<file path="config.mk">
export PLATFORM = sky130hd
export DESIGN_NAME = uart_tx_ring_queue
export DESIGN_NICKNAME = d
export VERILOG_FILES = /design/src/rtl/utrq_pkg.sv /design/src/rtl/utrq_ctrl.sv /design/src/rtl/utrq_dp.sv /design/src/rtl/uart_tx_ring_queue.sv
export SDC_FILE = /design/constraint.sdc
export NUM_CORES = 1
export LEC_CHECK = 0
export BUFFER_PORTS_ARGS = -buffer_cell sky130_fd_sc_hd__buf_2
export CAP_MARGIN = 5
export CORE_MARGIN = 2
export CORE_UTILIZATION = 35
export CTS_BUF_LIST = sky130_fd_sc_hd__clkbuf_4
export CTS_CLUSTER_DIAMETER = 30
export DETAILED_ROUTE_END_ITERATION = 8
export PLACE_DENSITY = 0.57
export REMOVE_ABC_BUFFERS = 1
export SYNTH_ARGS = -nofsm -noshare
export SYNTH_HDL_FRONTEND = slang
export SYNTH_SLANG_ARGS = --single-unit
</file>
<file path="constraint.sdc">
create_clock -name clk -period 4.2 [get_ports clk]
set_input_delay 0.21 -clock clk [delete_from_list [all_inputs] [get_ports clk]]
set_output_delay 0.21 -clock clk [all_outputs]
set_load 0.05 [all_outputs]
</file>
<file path="src/rtl/utrq_pkg.sv">
`timescale 1ns / 1ps
// ----------------------------------------------------------------------------
// utrq_pkg
// Shared types and constants for the transmit ring queue.
// ----------------------------------------------------------------------------
package utrq_pkg;

  localparam int unsigned FREE_W = 7;
  localparam logic [7:0] OVERFLOW_MARK = 8'h21;

  localparam logic MODE_PUSH  = 1'b0;
  localparam logic MODE_EMPTY = 1'b1;

  typedef struct packed {
    logic       mode;
    logic [7:0] char_in;
  } in_item_t;

  typedef struct packed {
    logic              accepted;
    logic              tx_valid;
    logic [7:0]        tx_byte;
    logic              tx_busy;
    logic [FREE_W-1:0] free_slots;
  } out_item_t;

  typedef struct packed {
    logic exec;
    logic start_read;
    logic finish_read;
  } utrq_cmd_t;

  typedef struct packed {
    logic empty;
    logic slot_free;
  } utrq_status_t;

endpackage

</file>
<file path="src/rtl/utrq_ctrl.sv">
`timescale 1ns / 1ps
// ----------------------------------------------------------------------------
// utrq_ctrl
// Controller: accepts items and sequences the store read for events.
// ----------------------------------------------------------------------------
module utrq_ctrl (
  input  logic                  clk,
  input  logic                  rst_n,
  input  logic                  in_valid,
  input  logic                  in_mode,
  input  utrq_pkg::utrq_status_t status,
  output utrq_pkg::utrq_cmd_t    cmd,
  output logic                  in_stall
);
  import utrq_pkg::*;

  localparam logic ST_IDLE = 1'b0;
  localparam logic ST_READ = 1'b1;

  logic state_r;
  logic state_nxt;
  logic take;

  assign in_stall = !((state_r == ST_IDLE) && status.slot_free);
  assign take     = in_valid && !in_stall;

  always_comb begin
    cmd       = '0;
    state_nxt = state_r;
    case (state_r)
      ST_IDLE: begin
        if (take) begin
          if ((in_mode == MODE_EMPTY) && !status.empty) begin
            cmd.start_read = 1'b1;
            state_nxt      = ST_READ;
          end else begin
            cmd.exec = 1'b1;
          end
        end
      end
      ST_READ: begin
        cmd.finish_read = 1'b1;
        state_nxt       = ST_IDLE;
      end
      default: begin
        state_nxt = ST_IDLE;
      end
    endcase
  end

  always_ff @(posedge clk) begin
    if (!rst_n) begin
      state_r <= ST_IDLE;
    end else begin
      state_r <= state_nxt;
    end
  end

endmodule

</file>
<file path="src/rtl/utrq_dp.sv">
`timescale 1ns / 1ps
// ----------------------------------------------------------------------------
// utrq_dp
// Datapath: byte store, ring indices, fill count, busy flag, result register.
// ----------------------------------------------------------------------------
module utrq_dp #(
  parameter int unsigned QUEUE_DEPTH = 128
) (
  input  logic                   clk,
  input  logic                   rst_n,
  input  utrq_pkg::in_item_t     in_data,
  input  utrq_pkg::utrq_cmd_t    cmd,
  output utrq_pkg::utrq_status_t status,
  output logic                   out_valid,
  input  logic                   out_stall,
  output utrq_pkg::out_item_t    out_data
);
  import utrq_pkg::*;

  localparam int unsigned IW = $clog2(QUEUE_DEPTH);
  localparam logic [IW-1:0] MAX_CNT  = IW'(QUEUE_DEPTH - 1);
  localparam logic [IW-1:0] LAST_IDX = IW'(QUEUE_DEPTH - 1);

  logic [7:0]    mem [QUEUE_DEPTH];
  logic [7:0]    rd_data_r;
  logic [IW-1:0] wr_idx_r, wr_idx_nxt;
  logic [IW-1:0] rd_idx_r, rd_idx_nxt;
  logic [IW-1:0] cnt_r, cnt_nxt;
  logic          busy_r, busy_nxt;
  logic          out_valid_r, out_valid_nxt;
  out_item_t     out_data_r;
  out_item_t     res;
  logic          load;
  logic          mem_we;
  logic [7:0]    stored;

  function automatic logic [IW-1:0] wrap_inc(input logic [IW-1:0] idx);
    logic [IW-1:0] r;
    r = (idx == LAST_IDX) ? '0 : idx + 1'b1;
    return r;
  endfunction

  assign stored = (cnt_r == MAX_CNT - 1'b1) ? OVERFLOW_MARK : in_data.char_in;

  always_comb begin
    wr_idx_nxt = wr_idx_r;
    rd_idx_nxt = rd_idx_r;
    cnt_nxt    = cnt_r;
    busy_nxt   = busy_r;
    mem_we     = 1'b0;
    load       = 1'b0;
    res        = '0;
    if (cmd.exec) begin
      load = 1'b1;
      if (in_data.mode == MODE_PUSH) begin
        if (cnt_r != MAX_CNT) begin
          mem_we       = 1'b1;
          res.accepted = (cnt_r != MAX_CNT - 1'b1);
          wr_idx_nxt   = wrap_inc(wr_idx_r);
          if (!busy_r) begin
            res.tx_valid = 1'b1;
            res.tx_byte  = stored;
            rd_idx_nxt   = wrap_inc(rd_idx_r);
          end else begin
            cnt_nxt = cnt_r + 1'b1;
          end
          busy_nxt = 1'b1;
        end
      end else begin
        busy_nxt = 1'b0;
      end
    end
    if (cmd.finish_read) begin
      load         = 1'b1;
      res.tx_valid = 1'b1;
      res.tx_byte  = rd_data_r;
      rd_idx_nxt   = wrap_inc(rd_idx_r);
      cnt_nxt      = cnt_r - 1'b1;
    end
    res.tx_busy    = busy_nxt;
    res.free_slots = FREE_W'(MAX_CNT - cnt_nxt);
  end

  assign out_valid_nxt = load || (out_valid_r && out_stall);

  always_ff @(posedge clk) begin
    if (mem_we) begin
      mem[wr_idx_r] <= stored;
    end
    rd_data_r <= mem[rd_idx_r];
  end

  always_ff @(posedge clk) begin
    if (!rst_n) begin
      wr_idx_r    <= '0;
      rd_idx_r    <= '0;
      cnt_r       <= '0;
      busy_r      <= 1'b0;
      out_valid_r <= 1'b0;
    end else begin
      wr_idx_r    <= wr_idx_nxt;
      rd_idx_r    <= rd_idx_nxt;
      cnt_r       <= cnt_nxt;
      busy_r      <= busy_nxt;
      out_valid_r <= out_valid_nxt;
    end
  end

  always_ff @(posedge clk) begin
    if (load) begin
      out_data_r <= res;
    end
  end

  assign status.empty     = (cnt_r == '0);
  assign status.slot_free = !out_valid_r || !out_stall;
  assign out_valid        = out_valid_r;
  assign out_data         = out_data_r;

`ifndef SYNTHESIS
  a_cnt_bound: assert property (@(posedge clk) disable iff (!rst_n)
    cnt_r <= MAX_CNT) else $error("fill count beyond capacity");

  a_idle_empty: assert property (@(posedge clk) disable iff (!rst_n)
    !busy_r |-> cnt_r == '0) else $error("bytes queued while transmitter idle");

  a_hand_busy: assert property (@(posedge clk) disable iff (!rst_n)
    out_valid_r && out_data_r.tx_valid |-> out_data_r.tx_busy)
    else $error("byte handed out without busy set");

  a_read_done: assert property (@(posedge clk) disable iff (!rst_n)
    cmd.finish_read |-> !out_valid_r && $past(cmd.start_read))
    else $error("store read finished without a free result slot");
`endif

endmodule

</file>
<file path="src/rtl/uart_tx_ring_queue.sv">
`timescale 1ns / 1ps
// ----------------------------------------------------------------------------
// uart_tx_ring_queue
// Transmit character ring queue in front of a UART shifter.
// ----------------------------------------------------------------------------
// Input channel (in_valid/in_stall/in_data): a push of char_in (mode 0) or a
// transmitter-empty event (mode 1). A transfer happens when in_valid is high
// and in_stall is low. Each item gives exactly one result on the out_ channel.
// A push, and an event on an empty queue, shows its result in the cycle after
// the transfer; a new item can follow in the next cycle, so these run at one
// item per cycle while out_stall is low. An event that hands out a queued byte
// needs the registered read port of the byte store: the byte passes the read
// and result registers, and in_stall stays high in the read state meanwhile.
// The result register holds while out_stall is high; in_stall then rises
// until the result is taken. Reset empties the queue (indices and fill count
// cleared) and clears the busy flag; the byte store itself is not cleared.
// ----------------------------------------------------------------------------
module uart_tx_ring_queue #(
  parameter int unsigned QUEUE_DEPTH = 128
) (
  input  logic                clk,
  input  logic                rst_n,
  input  logic                in_valid,
  output logic                in_stall,
  input  utrq_pkg::in_item_t  in_data,
  output logic                out_valid,
  input  logic                out_stall,
  output utrq_pkg::out_item_t out_data
);
  import utrq_pkg::*;

  utrq_cmd_t    cmd;
  utrq_status_t status;

  utrq_ctrl u_ctrl (
    .clk      (clk),
    .rst_n    (rst_n),
    .in_valid (in_valid),
    .in_mode  (in_data.mode),
    .status   (status),
    .cmd      (cmd),
    .in_stall (in_stall)
  );

  utrq_dp #(
    .QUEUE_DEPTH (QUEUE_DEPTH)
  ) u_dp (
    .clk       (clk),
    .rst_n     (rst_n),
    .in_data   (in_data),
    .cmd       (cmd),
    .status    (status),
    .out_valid (out_valid),
    .out_stall (out_stall),
    .out_data  (out_data)
  );

endmodule

</file>
Word level (Yosys, flattened, before mapping)
Memories as Yosys holds them, arrays and structs flattened. A register that Yosys moved wholly into a read port is not among the register bits.
Cells that the tools add are included.
- word-level logic and storage cells: 79
- memories: 1
- bits of input ports: 13
- bits in read-only memories: 0
- memory bits (writable): 1024
- latch bits: 0
- bits in registers: 42
- memories (name ; words ; bits a word ; read ports ; clocked after memory_dff ; write ports ; RTL line ; source):
    u_dp.mem ; 128 ; 8 ; 1 ; 1 ; 1 ; utrq_dp.sv:24 ; logic [7:0] mem [QUEUE_DEPTH];
- $add $sub $neg: 5
- multiplexer cells: 35
- bitwise logic cells: 4
- equality and inequality tests: 7
- $lt $le $gt $ge: 0
- shift operators: 0
- divide/modulo/power cells: 0
- multiply operators: 0
- reduce and logical (&&, ||, !) cells: 16
- operator list (cell ; number):
    $mux 7 ; 12
    $mux 9 ; 4
    $add 7x1->7 const B ; 3
    $eq 7x7->1 const B ; 3
    $mux 8 ; 2
    $mux 1 ; 14
    $ne 7x7->1 const B ; 2
    $logic_not 7->1 ; 1
    $sub 7x1->7 const B ; 1
    $sub 7x7->7 const A ; 1
    $logic_and 1x1->1 ; 4
    $logic_not 1->1 ; 4
    $mux 2 ; 2
    $not 1->1 ; 4
    $reduce_and 4->1 ; 1
    $reduce_bool 2->1 ; 2
    $reduce_and 3->1 ; 1
    $reduce_or 3->1 ; 1
    $logic_or 1x1->1 ; 2
    $ne 2x1->1 const B ; 1
    $ne 2x2->1 const B ; 1
    $pmux 1 s2 ; 1

Depth between registers and ports, before layout
- depth after elaboration: 9
- depth in mapped cells: 11

By module
A second synthesis with hierarchy kept.
- cells, all modules: 2142
- area, all modules: 42136.7 um^2
- by module, submodules not included (module ; instances ; cells an instance ; area an instance (um^2)):
    utrq_dp ; 1 ; 2133 ; 42050.3
    utrq_ctrl ; 1 ; 9 ; 86.3

Least setup slack after synthesis
Ideal clock, no wire load.
- path type: register to register
- start point: register u_dp.cnt_r[0]
- end point: memory u_dp.mem[0][0], data pin
- library setup time: 0.556 ns
- data required time: 3.644 ns
- buffers on the path: 1
- arrival: 2.717 ns
- clock period less this slack: 3.272 ns
- setup slack: 0.928 ns
- stages on the path, launching flop included: 7
- cells stage by stage: dfxtp_1 > inv_1 > ha_1 > nand3_1 > or2_2 > clkbuf_1 > nand2b_1
- longest elaborated chain between the ends: 2
- ends and longest elaborated chain (what ; RTL line ; source):
    start: declaration ; utrq_dp.sv:28 ; logic [IW-1:0] cnt_r, cnt_nxt;
    start signal: assignment ; utrq_dp.sv:103 ; cnt_r <= cnt_nxt;
    $eq 7x7->1 ; utrq_dp.sv:43 ; assign stored = (cnt_r == MAX_CNT - 1'b1) ? OVERFLOW_MARK : in_data.char_in;
    $mux 8 ; utrq_dp.sv:43 ;
    net u_dp.stored[0] ; utrq_dp.sv:35 ; logic [7:0] stored;
    end: declaration ; utrq_dp.sv:24 ;
The timed path passes the listed nets, and every way through them passes these cells.

Worst setup path after layout
- start point: register u_dp.cnt_r[1]
- end point: memory u_dp.mem[103][3] (enable)
- longest elaborated chain between the ends: 9
- elaborated cells on any way between the ends: 12
- those cells by class: eq/ne (1); mux (8); reduce/logical (3)
- ends and longest elaborated chain (what ; RTL line ; source):
    $logic_not 7->1 ; utrq_dp.sv:115 ; assign status.empty = (cnt_r == '0);
    $logic_not 1->1 ; utrq_ctrl.sv:33 ; if ((in_mode == MODE_EMPTY) && !status.empty) begin
    $logic_and 1x1->1 ; utrq_ctrl.sv:33 ;
    $mux 1 ; utrq_ctrl.sv:33 ;
    $mux 2 ; utrq_ctrl.sv:32 ; if (take) begin
    $mux 2 ; utrq_ctrl.sv:30 ; case (state_r)
    $mux 1 (*) ; utrq_dp.sv:53 ; if (cmd.exec) begin
    $mux 1 (*) ; utrq_dp.sv:87 ; if (mem_we) begin
    $mux 1 (implied by the code) (*) ; utrq_dp.sv:88 ; mem[wr_idx_r] <= stored;
Every way passes the cells marked *; elsewhere a longest branch is shown, timed or not.

==> flow_summary.ini <==
[timing]
drv_slew = 0
relSlewSlack = 0.222
report.final.hold_viol_count = 0
hold_ws_ns = 0.161
worst_slew_pin_slew_ns = 1.14
finalClockSkew_ns = 0.102
period_needed_ns = 3.27
setup_viol = 0
post-route-period-util = 0.779
rsz0062_at_grt = no
fmax_mhz = 306

[global_routing]
grt_max_degree = 88
grt_pass1_wl_um = 154000
grt_overflow = 0
gr-usage-all-layers = 0.171
grt_pass1_vias = 23101
antenna_found_initial = 1

[yosys]
synthArstFlopShare = 0
synth_fa_ha_area_frac = 0.00148
ys_ff_latch = 1074
synth_top_area_frac = 0.740
synth_top_family_by_area = multiplexers
synthDistinctLibCells = 62
synth-xor-area-share = 0.00207
syn-cell-area_sq_um = 42300
netlist_instances = 2143
synth-edff-count = 1042
seq_area_frac_synth = 0.755
ys_warn_count = 0
ys.flop_type = edfxtp_1
synth_mux_area_frac = 0.151
synth-compound-area-share = 0.0371
synth_common_cells = edfxtp_1 (1042), mux4_2 (174), nor2_1 (171)
synthSimpleGateAreaFrac = 0.0330
yosys.area.top_type = edfxtp_1
synth_area_leaders = edfxtp_1 (74%), mux4_2 (9.3%), mux2i_1 (3.8%), nor2_1 (1.5%), dfxtp_1 (1.5%)
synth_area_per_cell_sq_um = 19.7
synth.most_common_cell = edfxtp_1

[worst_hold_path]
holdPathStages = 4
hold_class = input pin to register
holdCritStartpoint = rst_n
holdPathEnd = u_dp.wr_idx_r[3]

[drt]
top_layer = met4
drt_iter0_drc = 2017
wl_um = 106000
drt-met1-wl_um = 45400
post_drt_wl_per_cell_um = 24.9
viasPerCell = 5.21
antenna_left = 0
wl_met3_um = 7600
drcViolationCount = 0
first_pass_iters = 5
vias = 22067
wl_met2_um = 49900

[placed_design]
dp_hpwl_um = 63200
dp_cells = 3738
place_area_sq_um = 44500
gp_congestion = 0.850
place.port_buffers = 32

[final_layout]
final_cells = 4232
fin_nets = 2453
area_delta_synth_final_pct = 14.0
drive_gt1_frac = 0.296
stdcell_area_sq_um = 48200

[cts]
cts-resized-gates = 0
cts.sinks = 1074
hold_buffers = 20
root_buffer = clkbuf_4
cts_tree = built
htreeDepth = 5
clkLatencyLatePin_ns = 1.14
cts_made_buffers = 287
post_cts_buffers = 0
cts.reportedPaths.clkPinSlew_ns = 0.07
clock_path_buffers = 4

[setup_path]
r2r_start = u_dp.cnt_r[1]
r2r_end = u_dp.mem[103][3]
crit_required_ns = 4.89
setup.worst_path.start = u_dp.cnt_r[1]
cp-start-kind = register
crit_fanout = 17
worstSetupPathType = register to register
r2r_cells = 6
cp.arrival_ns = 3.96
r2r_slack_ns = 0.93
crit_path_end_kind = register

[floorplan]
ios = 33
die_h_um = 352
rows = 127
initial_utilization = 0.353
dieArea_sq_um = 124000
coreArea_sq_um = 120000
die_x_um = 352

[pwr]
power.total_mw = 22.9
p_per_area_nw_per_um2 = 474
p_leak_nw = 14.9
irDropWorstVdd_mv = 0.264

[outcome]
status = completed

[run]
drv_cap = 0
metal layers:
metal,up-vias,GRT usage
met4,0,0.0609
met5,-,0
met3,178,0.0387
met2,942,0.271
met1,11432,0.233
li1,9515,-
area by class of cell:
class | count | area, sq um
Clock buffer | 398 | 2990
Fill cell | 10792 | 71600
Antenna cell | 3 | 7.51
Multi-Input combinational cell | 936 | 9550
Sequential cell | 1074 | 31900
Tap cell | 1612 | 2020
Clock inverter | 73 | 512
Timing Repair Buffer | 122 | 1140
Inverter | 14 | 52.6
state kept, by name, indices dropped and copies added (netlist names), named ones only:
signal	cells
u_ctrl.state_r	1
u_dp.busy_r	1
u_dp.cnt_r	5
u_dp.mem	1024
u_dp.out_data	18
u_dp.out_valid	1
u_dp.rd_data_r	8
u_dp.rd_idx_r	7
u_dp.wr_idx_r	7
stage by stage:
step           TNS [ns]  utilization  setup WS (ns)
3_5_place_dp          0        0.371           1.00
2_1_floorplan   -138.24            -          -9.80
4_1_cts               0        0.402          0.947
3_3_place_gp          0        0.371           1.04
6_report              0        0.402          0.930
5_1_grt               0        0.402          0.789
cells in the final DEF, fill, tap and decap left out, types with 15 or more instances in the layout:
cell type,netlist,routed
edfxtp_1,1042,1042
nand2_1,48,46
dfxtp_1,32,29
buf_12,1,20
mux2i_1,160,160
dlygate4sd3_1,0,20
mux4_2,174,174
nand3_1,29,29
mux2_2,43,43
clkinv_1,0,43
a22oi_1,50,50
o22ai_1,28,28
clkinv_2,0,19
buf_4,13,50
mux4_1,15,15
buf_2,38,32
nor2_1,171,171
clkbuf_4,0,398
nor2b_1,20,19
a21oi_1,29,29
o21ai_0,20,20
cell families after synthesis:
logic type / Yosys count
compound gates: 215
xor+xnor: 10
fa+ha+maj: 5
buf+inv: 133
flops: 1074
mux: 392
simple gates: 314
critical path, cell delays in order (launching register included):
cell,delay [ns]
dfxtp_1,0.36
ha_1,0.21
nand3_1,0.21
o2111ai_1,0.14
buf_4,0.20
or3_2,0.86
nor2_1,0.82
worst max-delay path by stage:
stage	endpoint	cells past startpoint
floorplan	u_dp.rd_data_r[1]	5
global placement	u_dp.rd_data_r[2]	6
detailed placement	u_dp.rd_data_r[2]	6
CTS	u_dp.rd_data_r[0]	8
global route	u_dp.mem[8][6]	7
finish	u_dp.mem[103][3]	6
power by group:
| part | switching, mW | leakage [nW] | internal (mW) |
|---|---|---|---|
| Sequential | 0.0794 | 9.63 | 11.8 |
| Clock | 4.11 | 2.09 | 4.85 |
| Combinational | 1.16 | 3.14 | 0.831 |
| Total | 5.35 | 14.9 | 17.5 |
(Power assumes the default switching activity.)
